===== config.mk =====
export PLATFORM = sky130hd
export DESIGN_NAME = serial_time_message_receiver
export DESIGN_NICKNAME = d
export VERILOG_FILES = /design/src/rtl/core/stmr_pkg.sv /design/src/rtl/core/serial_time_message_receiver.sv
export SDC_FILE = /design/constraint.sdc
export NUM_CORES = 1
export LEC_CHECK = 0
export BUFFER_PORTS_ARGS = -buffer_cell sky130_fd_sc_hd__buf_2
export CAP_MARGIN = 20
export CORE_AREA = 3 3 279 213
export DETAILED_ROUTE_END_ITERATION = 8
export DIE_AREA = 0 0 282 216
export SLEW_MARGIN = 25
export SYNTH_ARGS = -nofsm -noshare
export SYNTH_HDL_FRONTEND = slang
export SYNTH_SLANG_ARGS = --single-unit

===== constraint.sdc =====
create_clock -name clock -period 5.7 [get_ports clock]
set_input_delay 0.57 -clock clock [delete_from_list [all_inputs] [get_ports clock]]
set_output_delay 0.57 -clock clock [all_outputs]
set_load 0.01 [all_outputs]

===== src/rtl/core/stmr_pkg.sv =====
// Package for the serial time message receiver: operation codes, character
// codes, message byte positions and calendar tables. No dependencies.
package stmr_pkg;

   typedef enum logic [1:0] {
      OP_BYTE = 2'd0,
      OP_GAP  = 2'd1,
      OP_TICK = 2'd2
   } op_type;

   typedef logic [6:0] field_type;

   localparam logic [7:0] CHAR_DOLLAR = 8'h24;
   localparam logic [7:0] CHAR_G      = 8'h47;
   localparam logic [7:0] CHAR_P      = 8'h50;
   localparam logic [7:0] CHAR_S      = 8'h53;
   localparam logic [7:0] CASE_OFFSET = 8'h20;
   localparam logic [7:0] CHAR_ZERO   = 8'h30;
   localparam logic [7:0] CHAR_NINE   = 8'h39;
   localparam logic [7:0] CHAR_FIX    = 8'h41;
   localparam logic [7:0] CHAR_POWER  = 8'h31;

   localparam int POS_DOLLAR     = 0;
   localparam int POS_G          = 1;
   localparam int POS_P          = 2;
   localparam int POS_S          = 3;
   localparam int POS_HH_TENS    = 4;
   localparam int POS_HH_UNITS   = 5;
   localparam int POS_MI_TENS    = 6;
   localparam int POS_MI_UNITS   = 7;
   localparam int POS_SS_TENS    = 8;
   localparam int POS_SS_UNITS   = 9;
   localparam int POS_DD_TENS    = 10;
   localparam int POS_DD_UNITS   = 11;
   localparam int POS_MO_TENS    = 12;
   localparam int POS_MO_UNITS   = 13;
   localparam int POS_YY_TENS    = 14;
   localparam int POS_YY_UNITS   = 15;
   localparam int POS_FIX_ONE    = 16;
   localparam int POS_FIX_TWO    = 17;
   localparam int POS_POWER_ONE  = 18;
   localparam int POS_POWER_TWO  = 19;
   localparam int POS_DIGIT_LAST = POS_YY_UNITS;

   localparam logic [15:0] DAYS_TO_2000    = 16'd10957;
   localparam logic [31:0] SECONDS_PER_DAY = 32'd86400;
   localparam logic [31:0] NTP_UNIX_OFFSET = 32'd2208988800;
   localparam logic [6:0]  TIMEOUT_RESET   = 7'd30;

   function automatic logic [8:0] days_before_month(input field_type month);
      logic [8:0] d;
      case (month)
         7'd1:    d = 9'd0;
         7'd2:    d = 9'd31;
         7'd3:    d = 9'd59;
         7'd4:    d = 9'd90;
         7'd5:    d = 9'd120;
         7'd6:    d = 9'd151;
         7'd7:    d = 9'd181;
         7'd8:    d = 9'd212;
         7'd9:    d = 9'd243;
         7'd10:   d = 9'd273;
         7'd11:   d = 9'd304;
         7'd12:   d = 9'd334;
         default: d = 9'd0;
      endcase
      return d;
   endfunction

   function automatic logic [4:0] month_length(input field_type month, input logic leap);
      logic [4:0] d;
      case (month)
         7'd2:    d = leap ? 5'd29 : 5'd28;
         7'd4:    d = 5'd30;
         7'd6:    d = 5'd30;
         7'd9:    d = 5'd30;
         7'd11:   d = 5'd30;
         default: d = 5'd31;
      endcase
      return d;
   endfunction

endpackage


===== src/rtl/core/serial_time_message_receiver.sv =====
// Serial time message receiver: collects a fixed-format time message byte by
// byte and reports Unix/NTP seconds, status flags and signal loss. Uses stmr_pkg.
//
//   channel  direction  handshake            payload
//   req      in         req_valid/req_stall  req_operation, req_data_byte
//   rsp      out        rsp_valid/rsp_stall  accepted, seconds, flags, lost
//   csr      in         csr_write_enable     csr_write_data (timeout seconds)
//
// One transaction per cycle while req_stall is low; results pass the input stage
// and the result register. Date arithmetic is spread over the arrival of bytes
// 10 and 16..18, so each stage holds at most two constant multiplies and a few
// adds. Synchronous reset; no clearing pass. A stall on rsp holds the result and
// backs up into req only when the staged transaction needs the output slot.
module serial_time_message_receiver #(
   parameter int MESSAGE_LENGTH = 20
) (
   input  logic       clock,
   input  logic       reset,
   input  logic       req_valid,
   output logic       req_stall,
   input  logic [1:0] req_operation,
   input  logic [7:0] req_data_byte,
   output logic       rsp_valid,
   input  logic       rsp_stall,
   output logic       rsp_message_accepted,
   output logic [31:0] rsp_unix_seconds,
   output logic [31:0] rsp_ntp_seconds,
   output logic       rsp_fix_one_ok,
   output logic       rsp_fix_two_ok,
   output logic       rsp_power_one_ok,
   output logic       rsp_power_two_ok,
   output logic       rsp_signal_lost,
   input  logic       csr_write_enable,
   input  stmr_pkg::field_type csr_write_data
);
   import stmr_pkg::*;

   localparam int POS_W = $clog2(MESSAGE_LENGTH + 1);
   localparam logic [POS_W-1:0] POS_FULL = POS_W'(MESSAGE_LENGTH);

   // input stage
   logic       s_valid_ff;
   logic [1:0] s_op_ff;
   logic [7:0] s_byte_ff;
   logic       s_emits, out_free, fire;

   // configuration
   field_type  timeout_ff;

   // message reception
   logic [POS_W-1:0] pos_ff, pos_in;
   logic       header_ok_ff, header_ok_in;
   logic       format_err_ff, format_err_in;
   logic [3:0] tens_ff, tens_in;
   field_type  hh_ff, hh_in, mi_ff, mi_in, ss_ff, ss_in;
   field_type  dd_ff, dd_in, mo_ff, mo_in, yy_ff, yy_in;
   logic [16:0] sod_ff, sod_in;
   logic [15:0] days_ff, days_in;
   logic [31:0] cand_unix_ff, cand_unix_in;
   logic [31:0] cand_ntp_ff, cand_ntp_in;
   logic [3:0] cand_flags_ff, cand_flags_in;

   // architectural state
   logic [31:0] last_unix_ff, last_unix_in;
   logic [31:0] last_ntp_ff, last_ntp_in;
   logic [3:0] flags_ff, flags_in;
   field_type  count_ff, count_in;
   logic       lost_ff, lost_in;

   // result register
   logic       rsp_valid_ff, rsp_valid_in;
   logic       rsp_accepted_ff, rsp_accepted_in;

   logic [7:0] c;
   logic [3:0] digit;
   logic       is_digit, leap, msg_ok;
   field_type  pair;
   field_type  tick_count;
   int         pos_int;

   assign s_emits  = s_valid_ff && (s_op_ff == OP_GAP || s_op_ff == OP_TICK);
   assign out_free = !rsp_valid_ff || !rsp_stall;
   assign fire     = s_valid_ff && (!s_emits || out_free);
   assign req_stall = s_valid_ff && !fire;

   always_ff @(posedge clock) begin
      if (reset) begin
         s_valid_ff <= 1'b0;
      end else if (!req_stall) begin
         s_valid_ff <= req_valid;
      end
      if (req_valid && !req_stall) begin
         s_op_ff   <= req_operation;
         s_byte_ff <= req_data_byte;
      end
   end

   always_ff @(posedge clock) begin
      if (reset) begin
         timeout_ff <= TIMEOUT_RESET;
      end else if (csr_write_enable) begin
         timeout_ff <= csr_write_data;
      end
   end

   always_comb begin
      c        = s_byte_ff;
      digit    = c[3:0];
      is_digit = (c >= CHAR_ZERO) && (c <= CHAR_NINE);
      pair     = 7'(7'(tens_ff) * 7'd10) + 7'(digit);
      pos_int  = int'(pos_ff);
      leap     = (yy_ff[1:0] == 2'd0);
      msg_ok   = (pos_ff == POS_FULL) && header_ok_ff && !format_err_ff &&
                 (hh_ff <= 7'd23) && (mi_ff <= 7'd59) && (ss_ff <= 7'd59) &&
                 (mo_ff >= 7'd1) && (mo_ff <= 7'd12) && (dd_ff >= 7'd1) &&
                 (dd_ff <= 7'(month_length(mo_ff, leap)));
      tick_count = (count_ff != 7'd0) ? count_ff - 7'd1 : 7'd0;

      pos_in        = pos_ff;
      header_ok_in  = header_ok_ff;
      format_err_in = format_err_ff;
      tens_in       = tens_ff;
      hh_in         = hh_ff;
      mi_in         = mi_ff;
      ss_in         = ss_ff;
      dd_in         = dd_ff;
      mo_in         = mo_ff;
      yy_in         = yy_ff;
      sod_in        = sod_ff;
      days_in       = days_ff;
      cand_unix_in  = cand_unix_ff;
      cand_ntp_in   = cand_ntp_ff;
      cand_flags_in = cand_flags_ff;
      last_unix_in  = last_unix_ff;
      last_ntp_in   = last_ntp_ff;
      flags_in      = flags_ff;
      count_in      = count_ff;
      lost_in       = lost_ff;
      rsp_accepted_in = 1'b0;

      if (fire) begin
         case (s_op_ff)
            OP_BYTE: begin
               if (pos_ff != POS_FULL) begin
                  pos_in = pos_ff + POS_W'(1);
                  if (pos_int >= POS_HH_TENS && pos_int <= POS_DIGIT_LAST && !is_digit) begin
                     format_err_in = 1'b1;
                  end
                  case (pos_int)
                     POS_DOLLAR: begin
                        if (c != CHAR_DOLLAR) header_ok_in = 1'b0;
                     end
                     POS_G: begin
                        if (c != CHAR_G && c != CHAR_G + CASE_OFFSET) header_ok_in = 1'b0;
                     end
                     POS_P: begin
                        if (c != CHAR_P && c != CHAR_P + CASE_OFFSET) header_ok_in = 1'b0;
                     end
                     POS_S: begin
                        if (c != CHAR_S && c != CHAR_S + CASE_OFFSET) header_ok_in = 1'b0;
                     end
                     POS_HH_TENS, POS_MI_TENS, POS_SS_TENS, POS_MO_TENS, POS_YY_TENS: begin
                        tens_in = digit;
                     end
                     POS_DD_TENS: begin
                        tens_in = digit;
                        sod_in  = 17'(17'(hh_ff) * 17'd3600) + 17'(17'(mi_ff) * 17'd60) +
                                  17'(ss_ff);
                     end
                     POS_HH_UNITS: hh_in = pair;
                     POS_MI_UNITS: mi_in = pair;
                     POS_SS_UNITS: ss_in = pair;
                     POS_DD_UNITS: dd_in = pair;
                     POS_MO_UNITS: mo_in = pair;
                     POS_YY_UNITS: yy_in = pair;
                     POS_FIX_ONE: begin
                        cand_flags_in[0] = (c == CHAR_FIX);
                        days_in = DAYS_TO_2000 + 16'(16'(yy_ff) * 16'd365) +
                                  16'((8'(yy_ff) + 8'd3) >> 2) +
                                  16'(days_before_month(mo_ff)) +
                                  16'((leap && mo_ff > 7'd2) ? 1 : 0) +
                                  16'(dd_ff) - 16'd1;
                     end
                     POS_FIX_TWO: begin
                        cand_flags_in[1] = (c == CHAR_FIX);
                        cand_unix_in = 32'(32'(days_ff) * SECONDS_PER_DAY) + 32'(sod_ff);
                     end
                     POS_POWER_ONE: begin
                        cand_flags_in[2] = (c == CHAR_POWER);
                        cand_ntp_in = cand_unix_ff + NTP_UNIX_OFFSET;
                     end
                     POS_POWER_TWO: cand_flags_in[3] = (c == CHAR_POWER);
                     default: ;
                  endcase
               end
            end
            OP_GAP: begin
               pos_in        = '0;
               header_ok_in  = 1'b1;
               format_err_in = 1'b0;
               tens_in       = 4'd0;
               rsp_accepted_in = msg_ok;
               if (msg_ok) begin
                  last_unix_in = cand_unix_ff;
                  last_ntp_in  = cand_ntp_ff;
                  flags_in     = cand_flags_ff;
                  count_in     = timeout_ff;
                  lost_in      = 1'b0;
               end
            end
            OP_TICK: begin
               count_in = tick_count;
               if (tick_count == 7'd0) lost_in = 1'b1;
            end
            default: ;
         endcase
      end

      if (fire && s_emits) begin
         rsp_valid_in = 1'b1;
      end else if (!rsp_stall) begin
         rsp_valid_in = 1'b0;
      end else begin
         rsp_valid_in = rsp_valid_ff;
      end
   end

   always_ff @(posedge clock) begin
      if (reset) begin
         pos_ff        <= '0;
         header_ok_ff  <= 1'b1;
         format_err_ff <= 1'b0;
         tens_ff       <= 4'd0;
         last_unix_ff  <= 32'd0;
         last_ntp_ff   <= NTP_UNIX_OFFSET;
         flags_ff      <= 4'd0;
         count_ff      <= TIMEOUT_RESET;
         lost_ff       <= 1'b1;
         rsp_valid_ff  <= 1'b0;
      end else begin
         pos_ff        <= pos_in;
         header_ok_ff  <= header_ok_in;
         format_err_ff <= format_err_in;
         tens_ff       <= tens_in;
         last_unix_ff  <= last_unix_in;
         last_ntp_ff   <= last_ntp_in;
         flags_ff      <= flags_in;
         count_ff      <= count_in;
         lost_ff       <= lost_in;
         rsp_valid_ff  <= rsp_valid_in;
      end
      hh_ff         <= hh_in;
      mi_ff         <= mi_in;
      ss_ff         <= ss_in;
      dd_ff         <= dd_in;
      mo_ff         <= mo_in;
      yy_ff         <= yy_in;
      sod_ff        <= sod_in;
      days_ff       <= days_in;
      cand_unix_ff  <= cand_unix_in;
      cand_ntp_ff   <= cand_ntp_in;
      cand_flags_ff <= cand_flags_in;
      if (fire && s_emits) begin
         rsp_accepted_ff  <= rsp_accepted_in;
         rsp_unix_seconds <= last_unix_in;
         rsp_ntp_seconds  <= last_ntp_in;
         rsp_fix_one_ok   <= flags_in[0];
         rsp_fix_two_ok   <= flags_in[1];
         rsp_power_one_ok <= flags_in[2];
         rsp_power_two_ok <= flags_in[3];
         rsp_signal_lost  <= lost_in;
      end
   end

   assign rsp_valid            = rsp_valid_ff;
   assign rsp_message_accepted = rsp_accepted_ff;

endmodule


After elaboration in Yosys (flattened, before gate mapping). Memory sizes are Yosys's and may differ from the RTL's. A register that Yosys moved wholly into a read port is not among the register bits. Cells that the tools add are included.

ROM bits: 144. Memories: 1. Logic and storage cells: 215. Register bits: 319.

Reductions and logical operators: 58. Add/sub/neg operators: 14. Multipliers: 5. $lt $le $gt $ge: 12. Equal/unequal tests: 47. Muxes and demuxes: 42.

Memories: (name not given) (words 16, bits a word 9, read ports 1, clocked after memory_dff 1, write ports 0, line stmr_pkg.sv:52) `case (month)`.

Operators with widths (number): $mux W32 (6); $reduce_and A4 Y1 (13); $ne A8 B7 Y1 const B (6); $mux W9 (5); $eq A5 B4 Y1 const B (8); $add A32 B17 Y32 (1); $add A32 B32 Y32 const B (1); $eq A5 B5 Y1 const B (5); $mul A16 B10 Y25 const B (1); $mux W4 (6); $logic_and A1 B1 Y1 (21); $eq A5 B3 Y1 const B (4); $add A17 B13 Y17 (1); $add A17 B7 Y17 (1); $add A14 B16 Y16 const A (1); $add A16 B1 Y16 (1); $add A16 B6 Y16 (1); $add A16 B7 Y16 (1); $add A16 B9 Y16 (1); $mul A7 B9 Y16 const B (1); $sub A16 B1 Y16 const B (1); $eq A7 B3 Y1 const B (2); $eq A7 B4 Y1 const B (2); $ge A7 B1 Y1 const B (2); other kinds (51) (86).

Longest topological paths before layout. Gate-level depths: netlist (run 1).

Word-level depth: 13. Gate-level depth with buffers: 23. Depth with buffers taken out: 23.

Worst setup path before layout (run 1). Ideal clock, no wire load.

Path kind: flip-flop to flip-flop. Start: register yy_ff[1]. End: register days_ff[14], data pin. Clock period less this slack: 5.499 ns. Path buffers: 0. Cell stages (with the launch flop): 22. Arrival: 5.233 ns. Data required time: 5.434 ns. Setup slack: 0.201 ns. Cells stage by stage: edfxtp_1 -> inv_1 -> ha_1 -> nand2_1 -> nand2_1 -> and3_1 -> fa_1 -> inv_1 -> fa_1 -> fa_1 -> inv_1 -> fa_1 -> fa_1 -> ha_1 -> a21oi_1 -> o21bai_1 -> a21oi_1 -> nor2b_1 -> o21a_1 -> o31a_1 -> o41ai_1 -> xnor2_1.

Longest elaborated chain between the ends: 7. Elaborated cells between the ends (all ways): 11. Classes of those cells: add/sub (7); mul (1); mux (1); reduce/logical (2).

RTL lines: from (decl) (line serial_time_message_receiver.sv:56) `field_type dd_ff, dd_in, mo_ff, mo_in, yy_ff, yy_in;`; from (signal assigned) (line serial_time_message_receiver.sv:257) `yy_ff <= yy_in;`; $mul A7 B9 Y16 (line serial_time_message_receiver.sv:178) `days_in = DAYS_TO_2000 + 16'(16'(yy_ff) * 16'd365) +`; $add A14 B16 Y16 (line serial_time_message_receiver.sv:178); $add A16 B6 Y16 (line serial_time_message_receiver.sv:178); $add A16 B9 Y16 (line serial_time_message_receiver.sv:179) `16'((8'(yy_ff) + 8'd3) >> 2) +`; $add A16 B1 Y16 * (line serial_time_message_receiver.sv:180) `16'(days_before_month(mo_ff)) +`; $add A16 B7 Y16 * (line serial_time_message_receiver.sv:181) `16'((leap && mo_ff > 7'd2) ? 1 : 0) +`; $sub A16 B1 Y16 * (line serial_time_message_receiver.sv:182) `16'(dd_ff) - 16'd1;`; to (signal assigned) (line serial_time_message_receiver.sv:259) `days_ff <= days_in;`; to (decl) (line serial_time_message_receiver.sv:58) `logic [15:0] days_ff, days_in;`.

Mark *: on every way between the ends. The rest lies on a longest branch, timed or not. A chain may end at the register's enable or synchronous reset.

Worst setup path in the final report (run 1).
Start: register days_ff[3]. End: register cand_unix_ff[31], data pin.

Longest elaborated chain between the ends: 2.

RTL lines: $mul A16 B10 Y25 (line serial_time_message_receiver.sv:186) `cand_unix_in = 32'(32'(days_ff) * SECONDS_PER_DAY) + 32'(sod_ff);`; $add A32 B17 Y32 (line serial_time_message_receiver.sv:186); to (signal assigned) (line serial_time_message_receiver.sv:260) `cand_unix_ff <= cand_unix_in;`; to (decl) (line serial_time_message_receiver.sv:59) `logic [31:0] cand_unix_ff, cand_unix_in;`.

No other way between the ends.

==> impl_metrics.csv, run 1 <==
group,metric,value,unit
sta,fin_crit,5.54,ns
pwr,power.density,230,nW/µm²
cells_and_area,final_common_cell,"nand2_1",
cells_and_area,stdcell_count,2731,
grt,grt_pass1_wl,62.4,mm
hold_path,hp-class,"primary input to flop",
yosys,synth_enable_flop_cells,223,
cells_and_area,layout.nets,2324,
yosys,synth_cell_type_count,74,
place,dp.cells,2652,
clock_network,clkTransAtPathRegs,0.06,ns
setup_path,endpoint_kind,"flop",
sta,max_slew_margin,33.9,%
detailed_routing,drtIter0Drc,592,
hold_path,holdCritStartpoint,"req_data_byte[7]",
cells_and_area,n_fill_cell,5381,
detailed_routing,vias,12800,
sta,skew,0.0248,ns
pwr,clockPowerShare,47.3,%
cells_and_area,drive_gt1_share,12.1,%
clock_network,root_buffer,"clkbuf_16",
place,dpl.hpwl,28.9,mm
yosys,synth_seq_cells,328,
floorplan,num_rows,76,
outcome,outcome,"completed",
setup_path,arrival,5.83,ns
sta,finalSetupViolCount,0,
detailed_routing,drt_wl_total,37.7,mm
detailed_routing,drc,0,
cells_and_area,seqCellArea,8800,µm²
setup_path,cp.required,5.99,ns
clock_network,clkSinkCount,328,
detailed_routing,vias_per_cell,4.69,
floorplan,coreArea,57000,µm²
setup_path,r2r_start,"days_ff[3]",
place,portBuffers,93,
floorplan,start_util,34.8,%
detailed_routing,routedWlPerCell,13.8,µm
setup_path,startpoint,"days_ff[3]",
sta,worstMarginPinSlew,0.984,ns
pwr,switching_share,20.7,%
floorplan,dieArea,60900,µm²
cells_and_area,fin_util,40.1,%
grt,gr-usage-all-layers,12.4,%
grt,antenna_found_initial,0,
cells_and_area,multi_input_area,10200,µm²
sta,hold_viol_final,0,
pwr,seqPwrFrac,48.8,%
clock_network,clk_latency,0.54,ns
sta,slew_viol_final,0,
clock_network,cts_buffers,36,
grt,grt.overflow.total,0,
place,placed_cell_area,21300,µm²
detailed_routing,antenna_left,0,
cells_and_area,n_antenna_cell,0,
yosys,async_reset_ff_share,0,%
clock_network,cts_tree,"built",
detailed_routing,drtPass1Iterations,5,
sta,finalSetupTns,0,ns
pwr,intPower,4.18,mW
yosys,ys.flop_type,"edfxtp_1",
yosys,synth_nets,2188,
cells_and_area,areaGrowthSynthToFinish,15.3,%
sta,fin_ws,0.159,ns
cells_and_area,layout_common_cells,"nand2_1 (285), ha_1 (247), edfxtp_1 (223), inv_1 (214), a21oi_1 (117)",
grt,grt_pass1_vias,12500,
setup_path,cp-start-kind,"flop",
pwr,p_total,5.26,mW
pwr,p_sw,1.09,mW
setup_path,path_class,"flop to flop",
yosys,syn_inst,1826,
job,maxCapViolCount,0,
sta,timing.fmax,180,MHz
place,place_congestion,0.851,
setup_path,rr_worst_depth,18,
floorplan,io_pins,94,
hold_path,hold_depth,1,
sta,period_share,97.2,%
setup_path,cp_max_fo,6,
yosys,avgSynthCellArea,10.9,µm²
pwr,ir_drop,0.201,mV
yosys,synth_seq_area_share,44.4,%
sta,whs,0.202,ns
grt,grt_max_degree,72,
place,pre_cts_slack,0.0224,ns
pwr,power_frac_comb,3.9,%
pwr,leakage,9.90,nW
cells_and_area,fin_area,22900,µm²
yosys,yosysWarnings,0,
clock_network,cts_max_level,2,
clock_network,cts_hold_buf,0,
clock_network,cts_buffer_depth,3,
floorplan,die_w,282,µm
yosys,syn_area,19800,µm²
floorplan,die_h,216,µm
power by group through the flow:
stage	Clock, mW	Combinational, mW	Sequential (mW)
floorplan	0	0.129	2.63
global route	2.66	0.228	2.57
CTS	2.56	0.200	2.57
finish	2.49	0.204	2.57
global placement	0	0.196	2.62
detailed placement	0	0.199	2.62
synthesized netlist by cell type, types with 3 or more instances:
cell / instances / area (µm²)
or4_1: 3 / 22.5
o41ai_1: 4 / 35.0
xnor2_1: 90 / 788
nor2_1: 75 / 282
a21o_1: 21 / 158
nor3b_1: 4 / 30.0
o211ai_1: 12 / 90.1
a21oi_1: 123 / 616
o21ai_0: 37 / 185
clkbuf_1: 35 / 131
xor2_1: 32 / 280
inv_1: 215 / 807
and2_1: 11 / 68.8
nand2b_1: 21 / 131
nand3_1: 18 / 90.1
dfxtp_1: 105 / 2100
o22ai_1: 4 / 25.0
nor2b_1: 9 / 56.3
nor3_1: 23 / 115
a211oi_1: 8 / 60.1
and3_1: 8 / 50.1
ha_1: 250 / 3130
o21a_1: 9 / 67.6
nand4b_1: 9 / 78.8
fa_1: 90 / 1800
o21bai_1: 15 / 113
nand4_1: 11 / 68.8
nand2_1: 285 / 1070
or3_1: 3 / 18.8
a31oi_1: 3 / 18.8
edfxtp_1: 223 / 6700
nor4_1: 8 / 50.1
mux2i_1: 11 / 110
timing repair:
| action | CTS | global route |
|---|---|---|
| setup endpoints to repair | 0 | 5 |
| resized for setup | 0 | 21 |
| buffers inserted | 0 | 12 |
registers in the layout, summed over array words and instances (netlist names), 2 cells and up, named ones only:
| signal | cells |
|---|---|
| rsp_unix_seconds | 32 |
| mo_ff | 7 |
| count_ff | 7 |
| flags_ff | 4 |
| cand_unix_ff | 32 |
| s_op_ff | 2 |
| cand_ntp_ff | 32 |
| rsp_ntp_seconds | 32 |
| timeout_ff | 7 |
| pos_ff | 5 |
| dd_ff | 7 |
| sod_ff | 17 |
| mi_ff | 7 |
| yy_ff | 7 |
| ss_ff | 7 |
| days_ff | 16 |
| c | 8 |
| tens_ff | 4 |
| last_ntp_ff | 32 |
| last_unix_ff | 32 |
| hh_ff | 7 |
| cand_flags_ff | 4 |
cell type report:
| class | count | share of cell area [%] |
|---|---|---|
| repair buffers | 134 | 3.44 |
| well taps | 741 | 4.06 |
| flip-flops and latches | 328 | 38.5 |
| inverters | 215 | 3.53 |
| clock buffers | 52 | 4.84 |
| clock inverters | 14 | 0.865 |
| multi-input cells | 1247 | 44.8 |
metal layers:
| layer | vias to the layer above | wire [µm] | GRT usage [%] |
|---|---|---|---|
| li1 | 6511 | - | - |
| met1 | 6084 | 19400 | 18.7 |
| met2 | 174 | 16300 | 18.5 |
| met3 | 35 | 1470 | 2.37 |
| met4 | 0 | 541 | 2.77 |
| met5 | - | 0 | 0 |
kinds of logic after synthesis:
kind of cell,synth area share (%)
XOR/XNOR,5.39
adder cells (fa/ha/maj),24.9
multiplexers,0.669
AND/OR/NAND/NOR,11.4
flip-flops,44.4
AO/OA/AOI/OAI,8.55
buffers and inverters,4.75
critical path, stage by stage, from the launching register on:
cell and delay [ns]:
edfxtp_1 0.46, ha_1 0.32, inv_1 0.08, fa_1 0.51
inv_1 0.06, fa_1 0.46, ha_1 0.30, inv_1 0.05
fa_1 0.49, inv_1 0.06, ha_4 0.26, and3_4 0.16
a211oi_4 0.33, or3_4 0.20, nand4b_4 0.13, or4b_4 0.56
or4_4 0.47, nor4_4 0.30, xnor2_1 0.09
path summary, 6_finish.rpt:
kind	endpoint	slack, ns
max reg2reg	cand_unix_ff[31]	0.16
min reg2reg	cand_unix_ff[3]	0.42
min	c[7]	0.20
max	cand_unix_ff[31]	0.16
Note: power is estimated with default switching activity, not from simulation.
==> inputs of run 2 (changes only) <==
- BUFFER_PORTS_ARGS: -buffer_cell sky130_fd_sc_hd__buf_2 -> unset
- DONT_BUFFER_PORTS: unset -> 1
- clock period: 5.7 -> 6.9 ns (I/O delays scaled with it)
==> impl_metrics.csv, run 2 (same netlist as run 1, synthesis figures left out) <==
group,metric,value,unit
sta,max_slew_margin,34.4,%
pwr,intPower,3.44,mW
setup_path,cp_num_buf_inv,3,
clock_network,cts_tree,"built",
clock_network,clkSinkCount,328,
detailed_routing,drt_wl_total,36.8,mm
clock_network,clkTransAtPathRegs,0.06,ns
sta,period_share,85.3,%
setup_path,path_class,"flop to flop",
setup_path,r2r_slack,1.01,ns
clock_network,cts_hold_buf,0,
hold_path,hp-class,"primary input to flop",
detailed_routing,antenna_left,0,
cells_and_area,final_common_cell,"nand2_1",
cells_and_area,drive_gt1_share,5.35,%
outcome,outcome,"completed",
grt,antenna_found_initial,0,
setup_path,endpoint_kind,"flop",
floorplan,start_util,34.8,%
grt,grt_max_degree,72,
place,portBuffers,0,
pwr,ir_drop,0.126,mV
clock_network,root_buffer,"clkbuf_16",
place,pre_cts_slack,1.01,ns
setup_path,endpoint,"days_ff[14]",
floorplan,die_h,216,µm
clock_network,cts_max_level,2,
cells_and_area,n_fill_cell,5481,
pwr,seqPwrFrac,49.3,%
detailed_routing,vias,12400,
sta,fin_ws,1.01,ns
grt,gr-usage-all-layers,12.2,%
sta,hold_viol_final,0,
floorplan,die_w,282,µm
clock_network,ctsResizeCount,0,
cells_and_area,multi_input_area,10100,µm²
pwr,power_frac_comb,3.0,%
floorplan,dieArea,60900,µm²
setup_path,crit_path_max_incr_delay,0.50,ns
cells_and_area,seqCellArea,8800,µm²
setup_path,cp_slowest_cell,"fa_1",
pwr,leakage,9.36,nW
detailed_routing,drc,0,
setup_path,cp.required,7.18,ns
setup_path,rr_worst_depth,21,
setup_path,cp-start-kind,"flop",
pwr,clockPowerShare,47.7,%
sta,skew,0.0258,ns
clock_network,cts_buffer_depth,3,
clock_network,clk_latency,0.55,ns
setup_path,path_cells,"inv_1 > ha_1 > nand2_1 > nand2_1 > and3_1 > fa_1 > inv_1 > fa_1 > fa_1 > inv_1 > fa_1 > fa_1 > ha_1 > a21oi_1 > o21bai_1 > a21oi_1 > nor2b_1 > o21a_1 > o31a_1 > o41ai_1 > xnor2_1",
setup_path,cp_max_fo,6,
floorplan,num_rows,76,
cells_and_area,layout_common_cells,"nand2_1 (285), ha_1 (250), edfxtp_1 (223), inv_1 (214), a21oi_1 (123)",
detailed_routing,drtIter0Drc,612,
cells_and_area,areaGrowthSynthToFinish,11.1,%
setup_path,r2r-end,"days_ff[14]",
place,dpl.hpwl,28.3,mm
clock_network,cts_buffers,37,
setup_path,cpMostUsedCell,"fa_1",
setup_path,r2r_start,"yy_ff[1]",
detailed_routing,vias_per_cell,4.76,
cells_and_area,layout.nets,2202,
pwr,p_total,4.33,mW
floorplan,coreArea,57000,µm²
setup_path,path_depth,21,
sta,finalSetupTns,0,ns
floorplan,io_pins,94,
detailed_routing,drtPass1Iterations,5,
pwr,p_sw,883,µW
sta,slew_viol_final,0,
setup_path,arrival,6.16,ns
pwr,switching_share,20.4,%
grt,grt_pass1_vias,12200,
sta,rsz0062_at_grt,"false",
job,maxCapViolCount,0,
sta,timing.fmax,170,MHz
sta,finalSetupViolCount,0,
setup_path,cpLargestDelayFamily,"adder cells",
place,place_congestion,0.857,
clock_network,post_cts_buffers,0,
cells_and_area,n_antenna_cell,0,
detailed_routing,routedWlPerCell,14.1,µm
pwr,power.density,196,nW/µm²
grt,grt.overflow.total,0,
sta,worstMarginPinSlew,0.976,ns
setup_path,startpoint,"yy_ff[1]",
sta,fin_crit,5.89,ns
grt,grt_pass1_wl,60.8,mm
[run 2: cell count changes in the layout (fill, tap and decap cells not counted), sizes merged]
cell	change
bufinv	+3
buf	-123
clkbuf	-7
clkinvlp	+5
[run 2: per-layer routing]
layer | global-route usage (%) | vias to the layer above | share of wire [%]
met4 | 3.15 | 0 | 1.7
met2 | 18.6 | 188 | 44
met5 | 0 | - | 0
met1 | 17.5 | 5925 | 50
met3 | 2.76 | 40 | 4.3
li1 | - | 6259 | -
[run 2: power by group through the flow]
stage	Sequential (mW)	Clock (mW)	Combinational (mW)
final	2.13	2.06	0.131
after global routing	2.13	2.20	0.148
after CTS	2.13	2.13	0.132
after detailed placement	2.17	0	0.131
after global placement	2.17	0	0.129
after floorplan	2.17	0	0.106
[run 2: worst min path at each step]
| stage | start | endpoint | slack (ns) | cells past startpoint |
|---|---|---|---|---|
| 2_1_floorplan | sod_ff[0] | cand_unix_ff[0] | 0.40 | 0 |
| 3_3_place_gp | sod_ff[4] | cand_unix_ff[4] | 0.40 | 0 |
| 3_5_place_dp | sod_ff[2] | cand_unix_ff[2] | 0.41 | 0 |
| 4_1_cts | reset | tens_ff[1] | 0.17 | 1 |
| 5_1_grt | reset | tens_ff[3] | 0.18 | 1 |
| 6_report | reset | tens_ff[1] | 0.21 | 1 |
[run 2: layout make-up]
cell class                      instances  area share [%]
Clock buffer                           45            4.47
Tap cell                              741            4.21
Multi-Input combinational cell       1247            45.9
Inverter                              215            3.66
Clock inverter                         22            1.37
Timing Repair Buffer                   11           0.465
Sequential cell                       328            39.9
[run 2: metrics by stage]
step	area [µm²]	hold slack (ns)	std cells	util, %
floorplan	19800	0.400	1826	-
CTS	22000	0.173	2608	38.7
detailed placement	20700	0.405	2541	36.4
finish	22000	0.212	2609	38.7
global route	22000	0.180	2609	38.7
global placement	20700	0.403	2541	36.4
